$ cat src/rtl/cmdpk_pkg.sv
package cmdpk_pkg;

  localparam int NUM_LANES  = 5;
  localparam int QUO_W      = 16;
  localparam int DIV_W      = 32;
  localparam int NUM_W      = DIV_W + QUO_W;
  localparam int POS_BITS   = 16;
  localparam int OTHER_BITS = 12;
  localparam int ID_W       = 11;
  localparam int CFG_IDX_W  = 4;
  localparam int NUM_REGS   = 8;
  localparam int REG_IDX_W  = $clog2(NUM_REGS);

  localparam logic signed [31:0] STIFF_MIN_DEF = 32'sd0;
  localparam logic signed [31:0] DAMP_MIN_DEF  = 32'sd0;

  localparam logic signed [31:0] POS_MIN_RST    = -32'sd819200;
  localparam logic signed [31:0] POS_MAX_RST    = 32'sd819200;
  localparam logic signed [31:0] VEL_MIN_RST    = -32'sd3276800;
  localparam logic signed [31:0] VEL_MAX_RST    = 32'sd3276800;
  localparam logic signed [31:0] STIFF_MAX_RST  = 32'sd32768000;
  localparam logic signed [31:0] DAMP_MAX_RST   = 32'sd327680;
  localparam logic signed [31:0] TORQUE_MIN_RST = -32'sd1179648;
  localparam logic signed [31:0] TORQUE_MAX_RST = 32'sd1179648;

  typedef enum logic [CFG_IDX_W-1:0] {
    REG_POS_MIN    = 4'd0,
    REG_POS_MAX    = 4'd1,
    REG_VEL_MIN    = 4'd2,
    REG_VEL_MAX    = 4'd3,
    REG_STIFF_MAX  = 4'd4,
    REG_DAMP_MAX   = 4'd5,
    REG_TORQUE_MIN = 4'd6,
    REG_TORQUE_MAX = 4'd7
  } cfg_reg_t;

  // Lane order: 0 position, 1 velocity, 2 stiffness, 3 damping, 4 torque.
  typedef struct packed {
    logic [NUM_W-1:0] rem;
    logic [DIV_W-1:0] dvs;
    logic [QUO_W-1:0] quo;
  } lane_t;

  typedef struct packed {
    logic                 vld;
    logic [ID_W-1:0]      id;
    logic [NUM_LANES-1:0] bad;
  } ctrl_t;

  typedef struct packed {
    ctrl_t                   ctrl;
    lane_t [NUM_LANES-1:0]   lane;
  } stage_t;

endpackage

$ cat src/rtl/cmdpk_div_step.sv
module cmdpk_div_step
  import cmdpk_pkg::*;
#(
  parameter int STEP = 0
) (
  input  logic   clk,
  input  logic   rst_n,
  input  logic   en,
  input  stage_t d,
  output stage_t q
);

  stage_t           q_r, q_nxt;
  logic [NUM_W-1:0] sub;

  // One restoring-division step on every lane for quotient bit STEP.
  always_comb begin
    q_nxt = d;
    sub   = '0;
    for (int l = 0; l < NUM_LANES; l++) begin
      sub = {{QUO_W{1'b0}}, d.lane[l].dvs} << STEP;
      if (d.lane[l].rem >= sub) begin
        q_nxt.lane[l].rem       = d.lane[l].rem - sub;
        q_nxt.lane[l].quo[STEP] = 1'b1;
      end
    end
  end

  always_ff @(posedge clk) begin
    if (!rst_n) begin
      q_r.ctrl.vld <= 1'b0;
    end else if (en) begin
      q_r <= q_nxt;
    end
  end

  assign q = q_r;

endmodule

$ cat config.mk
export PLATFORM = sky130hd
export DESIGN_NAME = cmdpk_div_step
export DESIGN_NICKNAME = d
export VERILOG_FILES = /design/src/rtl/cmdpk_pkg.sv /design/src/rtl/cmdpk_div_step.sv
export SDC_FILE = /design/constraint.sdc
export NUM_CORES = 1
export LEC_CHECK = 0
export BUFFER_PORTS_ARGS = -buffer_cell sky130_fd_sc_hd__buf_2
export CELL_PAD_IN_SITES_DETAIL_PLACEMENT = 0
export CELL_PAD_IN_SITES_GLOBAL_PLACEMENT = 1
export CORE_AREA = 2 2 388 390
export DETAILED_ROUTE_END_ITERATION = 16
export DIE_AREA = 0 0 390 392
export GPL_TIMING_DRIVEN = 0
export PLACE_DENSITY = 0.47
export SLEW_MARGIN = 20
export SYNTH_ARGS = -nofsm -noshare
export SYNTH_HDL_FRONTEND = slang
export SYNTH_SLANG_ARGS = --single-unit
$ cat constraint.sdc
create_clock -name clk -period 38.2 [get_ports clk]
set_clock_uncertainty 0.05 [all_clocks]
set_input_delay 3.82 -clock clk [delete_from_list [all_inputs] [get_ports clk]]
set_output_delay 3.82 -clock clk [all_outputs]
set_load 0.1 [all_outputs]
Word level (Yosys, flattened, before mapping)
Cells that the tools add are included.
- bits in registers: 497
- output and inout port bits: 497
- word-level logic and storage cells: 39
- add/sub/neg operators: 5
- order comparisons: 5
- mux-type cells: 5
- reductions and logical operators: 1
- operators by type and width (operator ; number):
    greater-or-equal comparator 48 x 32 -> 1 bit ; 5
    two-way mux 48 bit ; 5
    subtractor 48 x 32 -> 48 bit ; 5
    AND reduction 2 bit ; 1

Logic depth before layout (Yosys ltp)
- depth in word-level cells: 2
- depth in mapped cells: 13
- depth with buffers taken out: 12

Worst setup path after synthesis
OpenSTA, ideal clock, no wires.
- path kind: input-to-reg
- start point: input port en
- end point: register q_r, in the netlist q[0] (enable)
- library setup time: 0.922 ns
- arrival: 14.955 ns
- path slack: 22.273 ns
- stages: 1
- buffers on the path: 0
- path through: and2_1
- word-level cells in the longest chain between the ends: 1
- RTL lines (what ; RTL line ; RTL):
    start, declared ; cmdpk_div_step.sv:8 ; input logic en,
    AND reduction 2 bit (no line) ; -- ;
    end signal, assigned ; cmdpk_div_step.sv:33 ; q_r <= q_nxt;
    end, declared ; cmdpk_div_step.sv:13 ; stage_t q_r, q_nxt;
Every way passes these cells.
A chain may end at the register's enable or synchronous reset.

==> impl_metrics.toml <==
[outcome]
outcome = "completed"

[cts]
cts_buffers = 71
cts_tree = "done"
h-tree-depth = 3
clkTransAtPathRegs_ns = 0.05
cts_resized = 0
postCtsSetupBuffers = 0
cts.sinks = 497
cts_root_buffer = "clkbuf_16"
ctsLongestPathBuffers = 3
worst_skew_pair.late_latency_ns = 0.64
cts_hold_buf = 0

[logic_synthesis]
synthArstFlopShare_pct = 0
synth_seq_cells = 497
synth_top_area_share_pct = 54.2
synth_area_leader_cell = "edfxtp_1"
avgSynthCellArea_um2 = 11.0
synth-compound-area-share_pct = 14.0
ys.flop_type = "edfxtp_1"
syn-num-nets = 3169
synth_mux_area_share_pct = 0.769
synth_top_cells_by_area = "edfxtp_1, ha_1, a21oi_1"
yosys.area_share.simple_pct = 12.4
synth_top_family_by_area = "compound AO/OA/AOI/OAI gates"
synth-xor-area-share_pct = 7.10
yosysWarnings = 0
ys_types = 82
netlist_instances = 2504
synthAdderAreaFrac_pct = 7.65
synth_area_mm2 = 0.0275
ys_seq_area_share_pct = 54.2
synth_edf_count = 496

[timing]
report.final.slew_viol_count = 0
setup_slack_ns = 30.68
fin_crit_ns = 7.52
fmax_ghz = 0.133
setup_violations = 0
fin_tns_setup_ns = 0
hold_viol_final = 0
worstMarginPinSlew_ns = 1.02
post-route-period-util_pct = 19.7
slew_headroom_pct = 30.7
rsz0062_at_grt = "false"

[pwr]
pwr-share-comb_pct = 32.2
ir_drop_v = 0.0000327
powerDensity_mw_per_mm2 = 52.2
power.switching_fraction_pct = 40.0
p_leak_uw = 0.0156
clkPwrFrac_pct = 33.5
p_int_uw = 1170
p_seq_share_pct = 34.3
p_switching_uw = 783

[placed_design]
dp_hpwl_mm = 107
place.port_buffers = 995
gp_congestion = 0.848
post-place-ws_ns = 29.94

[routing]
wirelength_mm = 129
ant_nets = 0
drc = 0
wl_per_cell_um = 23.0
viasPerCell = 4.30
drt_iter0_markers = 1346
via_count = 24085
dr.pass1.iters = 5

[worst_setup_path]
cp.required_ns = 38.49
cp_max_fo = 10
slowest_stage = "nor3b_2"
cp.arrival_ns = 7.81
path_delay_family = "simple AND/OR/NAND/NOR gates"
critPathCaptureType = "flop"
cp.buffers_inverters = 2
worstSetupPathType = "in2reg"
slowest_delay_ns = 0.74
worstPathCellList = "buf_2 > ha_1 > clkbuf_1 > nand4_1 > or3_1 > nor2_1 > nand4b_1 > and3_1 > nand2_1 > nor3b_2 > nand3_1 > xnor2_2"
start_kind = "input pin"

[grt]
grt_overflow = 0
grt_pass1_vias = 24351
antenna_found_initial = 75
grtUsageTotal_pct = 16.2
grt_pass1_wl_mm = 179
grt_max_degree = 56

[floorplanning]
start_util_pct = 18.5
die_h_um = 392
coreArea_mm2 = 0.149
row_count = 142
ios = 997
dieArea_mm2 = 0.153
die_w_um = 390

[cells_and_area]
syn_to_final_growth_pct = 36.3
utilization_pct = 25.2
drive_gt1_share_pct = 32.2
final_nets = 4248
final_common_cell = "buf_2"
layout_common_cells = "buf_2, edfxtp_1, a21oi_1, nand2_1, inv_1"
largest_reg_flops = 497

[job]
cap_violations = 0

[worst_hold_path]
min_path_type = "reg2reg"
==> area by class of cell <==
cell class | instances | area (um2)
diodes | 15 | 37.5
plain buffers | 74 | 318
clock buffers | 80 | 1830
clock inverters | 46 | 402
fillers | 16323 | 111000
inverters | 191 | 717
multi-input cells | 1742 | 11600
flip-flops and latches | 497 | 14900
well taps | 1944 | 2430
repair buffers | 1006 | 5280
==> synth_stat cells, types with 28 or more instances <==
library cell  instances
ha_1                160
nor3_1               55
o21ai_0             140
nor2_1              182
nand2_1             203
o21a_1               28
nand2b_1             28
nand3_1              48
nand4_1              41
a21o_1               47
clkbuf_1             56
edfxtp_1            496
inv_1               191
a21oi_1             230
xnor2_1             106
xor2_1              117
==> metal layers <==
metal,track usage [%],vias to the layer above,share of wire [%],routed length (um)
li1,-,11412,-,-
met1,19.0,11538,40,51500
met2,28.3,857,49,63400
met3,5.52,210,8.3,10600
met4,3.44,68,2.1,2660
met5,0,-,0.35,454
==> per-stage QoR <==
| stage | area [um2] | hold WS (ns) | total power, uW | cells |
|---|---|---|---|---|
| 2_1_floorplan | 27500 | 0.931 | 1170 | 2504 |
| 6_report | 37500 | 0.479 | 1960 | 5595 |
| 5_1_grt | 37500 | 0.517 | 2040 | 5584 |
| 3_5_place_dp | 35200 | 0.472 | 1320 | 5454 |
| 3_3_place_gp | 34900 | 0.453 | 1330 | 5443 |
| 4_1_cts | 37400 | 0.482 | 1990 | 5580 |
==> path summary, 6_finish.rpt <==
kind | start | endpoint | slack [ns] | cells after the start
hold reg to reg | q[496]$_SDFFE_PN0P_ | q[496]$_SDFFE_PN0P_ | 0.48 | 2
hold / removal | q[496]$_SDFFE_PN0P_ | q[496]$_SDFFE_PN0P_ | 0.48 | 2
setup / recovery | d[268] | q[281]$_DFFE_PP_ | 30.68 | 12
setup reg to reg | q[496]$_SDFFE_PN0P_ | q[496]$_SDFFE_PN0P_ | 37.55 | 2
==> logic make-up (layout without fill, tap and decap cells) <==
family / count (synthesis) / in the layout
flip-flops: 497 / 497
other: 0 / 15
buffers and inverters: 265 / 1397
AO/OA/AOI/OAI: 633 / 633
multiplexers: 19 / 19
adder cells (fa/ha/maj): 165 / 165
XOR/XNOR: 223 / 223
AND/OR/NAND/NOR: 702 / 702
==> worst reg2reg max path, cell delays in order (launching register included) <==
cell and delay [ns]:
dfxtp_1 0.31, mux2i_1 0.13, nor2b_1 0.06
==> power by group through the flow <==
stage	sequential, uW	clock (uW)	combinational (uW)
finish	670	656	631
global route	675	699	665
CTS	671	686	637
detailed placement	681	0	635
global placement	701	0	634
floorplan	1010	0	159
No activity file was read; power rests on OpenSTA's default activity.
