## src/rtl/cmdpk_pkg.sv

```systemverilog
package cmdpk_pkg;

  localparam int NUM_LANES  = 5;
  localparam int QUO_W      = 16;
  localparam int DIV_W      = 32;
  localparam int NUM_W      = DIV_W + QUO_W;
  localparam int POS_BITS   = 16;
  localparam int OTHER_BITS = 12;
  localparam int ID_W       = 11;
  localparam int CFG_IDX_W  = 4;
  localparam int NUM_REGS   = 8;
  localparam int REG_IDX_W  = $clog2(NUM_REGS);

  localparam logic signed [31:0] STIFF_MIN_DEF = 32'sd0;
  localparam logic signed [31:0] DAMP_MIN_DEF  = 32'sd0;

  localparam logic signed [31:0] POS_MIN_RST    = -32'sd819200;
  localparam logic signed [31:0] POS_MAX_RST    = 32'sd819200;
  localparam logic signed [31:0] VEL_MIN_RST    = -32'sd3276800;
  localparam logic signed [31:0] VEL_MAX_RST    = 32'sd3276800;
  localparam logic signed [31:0] STIFF_MAX_RST  = 32'sd32768000;
  localparam logic signed [31:0] DAMP_MAX_RST   = 32'sd327680;
  localparam logic signed [31:0] TORQUE_MIN_RST = -32'sd1179648;
  localparam logic signed [31:0] TORQUE_MAX_RST = 32'sd1179648;

  typedef enum logic [CFG_IDX_W-1:0] {
    REG_POS_MIN    = 4'd0,
    REG_POS_MAX    = 4'd1,
    REG_VEL_MIN    = 4'd2,
    REG_VEL_MAX    = 4'd3,
    REG_STIFF_MAX  = 4'd4,
    REG_DAMP_MAX   = 4'd5,
    REG_TORQUE_MIN = 4'd6,
    REG_TORQUE_MAX = 4'd7
  } cfg_reg_t;

  // Lane order: 0 position, 1 velocity, 2 stiffness, 3 damping, 4 torque.
  typedef struct packed {
    logic [NUM_W-1:0] rem;
    logic [DIV_W-1:0] dvs;
    logic [QUO_W-1:0] quo;
  } lane_t;

  typedef struct packed {
    logic                 vld;
    logic [ID_W-1:0]      id;
    logic [NUM_LANES-1:0] bad;
  } ctrl_t;

  typedef struct packed {
    ctrl_t                   ctrl;
    lane_t [NUM_LANES-1:0]   lane;
  } stage_t;

endpackage

```

## src/rtl/cmdpk_quant_front.sv

```systemverilog
module cmdpk_quant_front
  import cmdpk_pkg::*;
#(
  parameter int BITS = OTHER_BITS
) (
  input  logic               clk,
  input  logic               en,
  input  logic signed [31:0] x,
  input  logic signed [31:0] lo,
  input  logic signed [31:0] hi,
  output lane_t              lane,
  output logic               bad
);

  logic signed [31:0] xc;
  logic signed [32:0] off_w;
  logic signed [32:0] span_w;
  logic               bad_w;
  logic [DIV_W-1:0]   off_r, off_nxt;
  logic [DIV_W-1:0]   span_r, span_nxt;
  logic               bad1_r;
  lane_t              lane_r, lane_nxt;
  logic               bad2_r;

  // First stage: clamp and take offset and span.
  always_comb begin
    bad_w = (hi <= lo);
    if (x < lo) begin
      xc = lo;
    end else if (x > hi) begin
      xc = hi;
    end else begin
      xc = x;
    end
    off_w  = 33'(xc) - 33'(lo);
    span_w = 33'(hi) - 33'(lo);
    if (bad_w) begin
      off_nxt  = '0;
      span_nxt = DIV_W'(1);
    end else begin
      off_nxt  = off_w[DIV_W-1:0];
      span_nxt = span_w[DIV_W-1:0];
    end
  end

  // Second stage: numerator off * (2^BITS - 1) as a shift and subtract.
  always_comb begin
    lane_nxt.rem = ({{QUO_W{1'b0}}, off_r} << BITS) - {{QUO_W{1'b0}}, off_r};
    lane_nxt.dvs = span_r;
    lane_nxt.quo = '0;
  end

  always_ff @(posedge clk) begin
    if (en) begin
      off_r  <= off_nxt;
      span_r <= span_nxt;
      bad1_r <= bad_w;
      lane_r <= lane_nxt;
      bad2_r <= bad1_r;
    end
  end

  assign lane = lane_r;
  assign bad  = bad2_r;

endmodule

```

## config.mk

```make
export PLATFORM = sky130hd
export DESIGN_NAME = cmdpk_quant_front
export DESIGN_NICKNAME = d
export VERILOG_FILES = /design/src/rtl/cmdpk_pkg.sv /design/src/rtl/cmdpk_quant_front.sv
export SDC_FILE = /design/constraint.sdc
export NUM_CORES = 1
export LEC_CHECK = 0
export BUFFER_PORTS_ARGS = -buffer_cell sky130_fd_sc_hd__buf_2
export CAP_MARGIN = 20
export CORE_UTILIZATION = 45
export DETAILED_ROUTE_END_ITERATION = 6
export PLACE_DENSITY = 0.66
export SLEW_MARGIN = 25
export SYNTH_ARGS = -nofsm -noshare
export SYNTH_HDL_FRONTEND = slang
export SYNTH_SLANG_ARGS = --single-unit
```

## constraint.sdc

```tcl
create_clock -name clk -period 7.05 [get_ports clk]
set_input_delay 1.0575 -clock clk [delete_from_list [all_inputs] [get_ports clk]]
set_output_delay 1.0575 -clock clk [all_outputs]
set_load 0.03 [all_outputs]
```

After elaboration in Yosys (flattened, before gate mapping) --
Cells that the tools add are included.
Word-level totals: bits of input ports 98, output and inout port bits 97, flip-flop bits (word level) 146, logic and storage cells 14
Cells by class: muxes and demuxes 2, add/sub/neg operators 3, magnitude comparators 3
Operator list (count):
- $mux 32 | 2
- $sub 32x32->32 | 2
- $sub 44x32->45 | 1
- $gt 32x32->1 | 1
- $le 32x32->1 | 1
- $lt 32x32->1 | 1

Longest topological paths before layout --
word-level depth 4, gate-level depth with buffers 25, gate-level depth less buffers 24

Least setup slack after synthesis --
No wires, ideal clock.
kind input port to flip-flop, start in hi[31], end reg off_r[28], data pin, stages 24, path buffers 1, arrival time 5.662 ns, required time 6.893 ns, setup slack 1.231 ns, path through inv_1 -> ha_1 -> nand4_1 -> nor4_1 -> and4_1 -> o41ai_1 -> and4_1 -> nor2_1 -> buf_2 -> o211ai_1 -> o21ai_0 -> ha_1 -> inv_1 -> fa_1 -> a211oi_1 -> nor2_1 -> o2111ai_1 -> a31oi_1 -> o21ai_1 -> a21oi_1 -> or2_1 -> o311a_1 -> o21a_1 -> nor3_1
On the way: cells in the longest elaborated chain, start to end 4, elaborated cells on any way between the ends 5, those cells by class add/sub (1); order compare (2); mux (2)
Ends and longest elaborated chain:
- start: declaration | RTL line cmdpk_quant_front.sv:10 | input logic signed [31:0] hi,
- $gt 32x32->1 | RTL line cmdpk_quant_front.sv:30 | end else if (x > hi) begin
- $mux 32 | RTL line cmdpk_quant_front.sv:30
- $mux 32 | RTL line cmdpk_quant_front.sv:28 | if (x < lo) begin
- $sub 32x32->32 | RTL line cmdpk_quant_front.sv:35 | off_w = 33'(xc) - 33'(lo);
- end signal: assignment | RTL line cmdpk_quant_front.sv:55 | off_r <= off_nxt;
- end: declaration | RTL line cmdpk_quant_front.sv:19 | logic [DIV_W-1:0] off_r, off_nxt;
Several ways; a longest one is shown, not always the timed one. A chain may end at the register's enable or synchronous reset.

Worst setup path in the final report --
start in lo[1], end reg off_r[28], data pin
On the way: cells in the longest elaborated chain, start to end 3, elaborated cells on any way between the ends 4, those cells by class add/sub (1); order compare (2); mux (1)
Ends and longest elaborated chain:
- start: declaration | RTL line cmdpk_quant_front.sv:9 | input logic signed [31:0] lo,
- $lt 32x32->1 | RTL line cmdpk_quant_front.sv:28
- $mux 32 | RTL line cmdpk_quant_front.sv:28
- $sub 32x32->32 | RTL line cmdpk_quant_front.sv:35
Several ways; a longest one is shown, not always the timed one.

==> impl_metrics.toml <==
[sta]
worst_pin_slew_ns = 0.8309
slew_headroom = 0.4410
holdWs_ns = 0.4206
rsz0062_at_grt = "no"
setup_ws_ns = 0.9888
hold_violations = 0
setup_viol = 0
final.setup_skew_ns = 0.01101
finalSetupTns_ns = 0
finalCritPeriodShare = 0.8597
report.final.slew_viol_count = 0
min_period_ns = 6.061
max_freq_ghz = 0.1650

[cts]
cts_tree = "built"
postCtsHoldBufs = 0
clockRootBuffer = "clkbuf_16"
worstSkewPairLatency_ns = 0.42
cts_buffers = 17
cts_sinks = 143
post_cts_resized = 0
clkSlewWorstSetupHoldPaths_ns = 0.06
cts_setup_buffers = 0
cts_buffer_depth = 2
htree_levels = 4

[yosys]
synthAdderAreaFrac = 0.1621
synth_top_area_cell = "edfxtp_1"
synth_area_sq_mm = 0.01159
ys_ff_latch = 143
synth-compound-area-share = 0.1831
yosys.area_share.simple = 0.1398
synth_edf_count = 143
synth-xor-area-share = 0.06346
synth_flop_cell = "edfxtp_1"
ys_types = 73
ys_async_sr_fraction = 0
ys.warnings.count = 0
synth.top_cell.area_share = 0.3704
synth_mux_area_frac = 0.02774
synthTopCellsByArea = "edfxtp_1, ha_1, a21oi_1, xnor2_1, nor2_1"
syn_area_per_cell_sq_um = 9.653
synth_top_family_by_area = "compound AO/OA/AOI/OAI gates"
yosysSeqAreaShare = 0.3704
synthCells = 1201

[worst_setup_path]
cp_data_arrival_time_ns = 6.32
cp.required_ns = 7.31
ff2ff_path_depth = 11
critPathMaxFanout = 13
reg2reg_slack_ns = 3.81
rr_startpoint = "off_r[1]"
r2r_end = "lane[86]"
slowest_delay_ns = 0.45
crit_top_cell = "a21oi_1"
endpoint_kind = "flop"
crit_chain = "buf_2 -> inv_1 -> ha_1 -> a21o_1 -> a21oi_1 -> o21ai_1 -> a2111oi_0 -> o31ai_1 -> a21oi_1 -> o32ai_4 -> o21ai_0 -> ha_1 -> inv_1 -> fa_1 -> a211oi_1 -> nor2_1 -> o2111ai_1 -> a31oi_1 -> o21ai_1 -> a21oi_1 -> or2_1 -> o311a_1 -> o21a_1 -> nor3_1"
crit_slowest_cell = "a2111oi_0"
critPathKind = "in -> reg"
worst_setup_path_start_kind = "primary input"

[finish]
final_core_util = 0.5311
drive_gt1_frac = 0.1630
area_delta_synth_final_pct = 15.69
final_common_cell = "buf_2"
stdcell_count = 1727
fin_area_sq_mm = 0.01341
final_cell_mix = "buf_2, ha_1, edfxtp_1, nor2_1, a21oi_1"
nNetsFinal = 1627

[global_routing]
grt_max_degree = 86
grt_pass1_wl_um = 45530
antenna_found_initial = 8
grt-ovfl-total = 0
grt_pass1_vias = 8905
grt.total_usage = 0.2207

[pwr]
power_mw = 3.843
power.density_mw_per_mm2 = 286.5
leakagePower_nw = 6.040
max-vdd-ir-drop_mv = 0.1711

[placement]
dp.cells = 1691
place.gp.congestion = 0.8987
io_buffers = 178
pre_cts_slack_ns = 0.5017
placed_cell_area_sq_mm = 0.01281
place_hpwl_um = 22730

[routing]
wirelength_um = 28870
first_iter_violations = 512
wire_per_inst_um = 16.72
viasPerCell = 5.433
drcViolationCount = 0
ant_nets = 0
dr.pass1.iters = 5
vias = 9383

[flow_run]
cap_violations = 0

[hold_path]
min_to = "lane[41]"
hp-class = "reg -> reg"
worstHoldStart = "span_r[25]"
whs_path_depth = 0

[floorplanning]
initial_core_util = 0.4591
ios = 195
die_w_um = 162.5
die_h_um = 162.5
die-area_sq_mm = 0.02641
row_count = 58
core_area_sq_mm = 0.02525

[run_status]
status = "finished, final reports clean"
## per-layer routing
layer | share of wire | vias to the layer above | track usage
li1 | - | 4766 | -
met2 | 0.46 | 246 | 0.3563
met1 | 0.47 | 4322 | 0.2967
met3 | 0.052 | 43 | 0.04227
met4 | 0.022 | 6 | 0.07161
met5 | 0.0014 | - | 0
## worst max path at each step
stage	slack (ns)	cells after the start	end	from
finish	0.99	24	off_r[28]	lo[1]
global route	0.45	24	off_r[28]	lo[1]
CTS	0.93	25	off_r[28]	lo[1]
detailed placement	0.50	24	off_r[28]	lo[1]
global placement	0.50	24	off_r[28]	lo[1]
floorplan	1.23	24	off_r[28]	hi[31]
## critical path, delay by kind of cell
family	cells	cell delay, ns
simple gates	3	0.53
buf+inv	3	0.37
compound gates	15	3.46
fa+ha+maj	3	0.89
## layout make-up
type | count | area (sq um)
antenna | 4 | 10.01
clock buffer | 18 | 429.2
clock inverter | 14 | 163.9
fill | 2339 | 11840
inverter | 106 | 397.9
multi-input combinational | 929 | 6766
sequential | 143 | 4294
tap | 330 | 412.9
timing repair buffer | 183 | 938.4
## Yosys cell counts, drive strengths merged (2+ instances only)
cell	count
a2111oi	4
a211o	7
a211oi	19
a21boi	3
a21o	48
a21oi	114
a221oi	4
a31oi	7
a41oi	4
and2	6
and3	7
and4	8
buf	22
clkbuf	16
edfxtp	143
fa	2
ha	147
inv	106
mux2i	31
nand2	51
nand2b	15
nand3	24
nand4	16
nor2	119
nor2b	16
nor3	28
nor3b	2
nor4	6
nor4b	4
o2111ai	3
o211ai	6
o21a	18
o21ai	54
o21bai	11
o31a	3
o31ai	4
o41ai	2
or2	6
or3	8
or4	3
or4b	3
xnor2	56
xor2	28
## flip-flops by register name, indices dropped and copies added, names as in the netlist
register  flops
bad           1
off_r        32
span_r       32
lane         77
bad1_r        1
## power breakdown
group	total, mW	switching [mW]	leakage (nW)	internal [mW]
registers	1.27	0.0802	1.39	1.19
clock network	0.919	0.363	0.281	0.556
logic	1.65	1.02	4.37	0.633
total	3.84	1.46	6.04	2.38
## cells by family (layout without fill, tap and decap cells)
family	after synthesis	count (layout)
XOR/XNOR	84	84
adder cells (fa/ha/maj)	149	149
multiplexers	32	32
AND/OR/NAND/NOR	323	323
buffers and inverters	144	321
AO/OA/AOI/OAI	325	325
flip-flops	143	143
other	1	20
No activity file was read; power rests on OpenSTA's default activity.
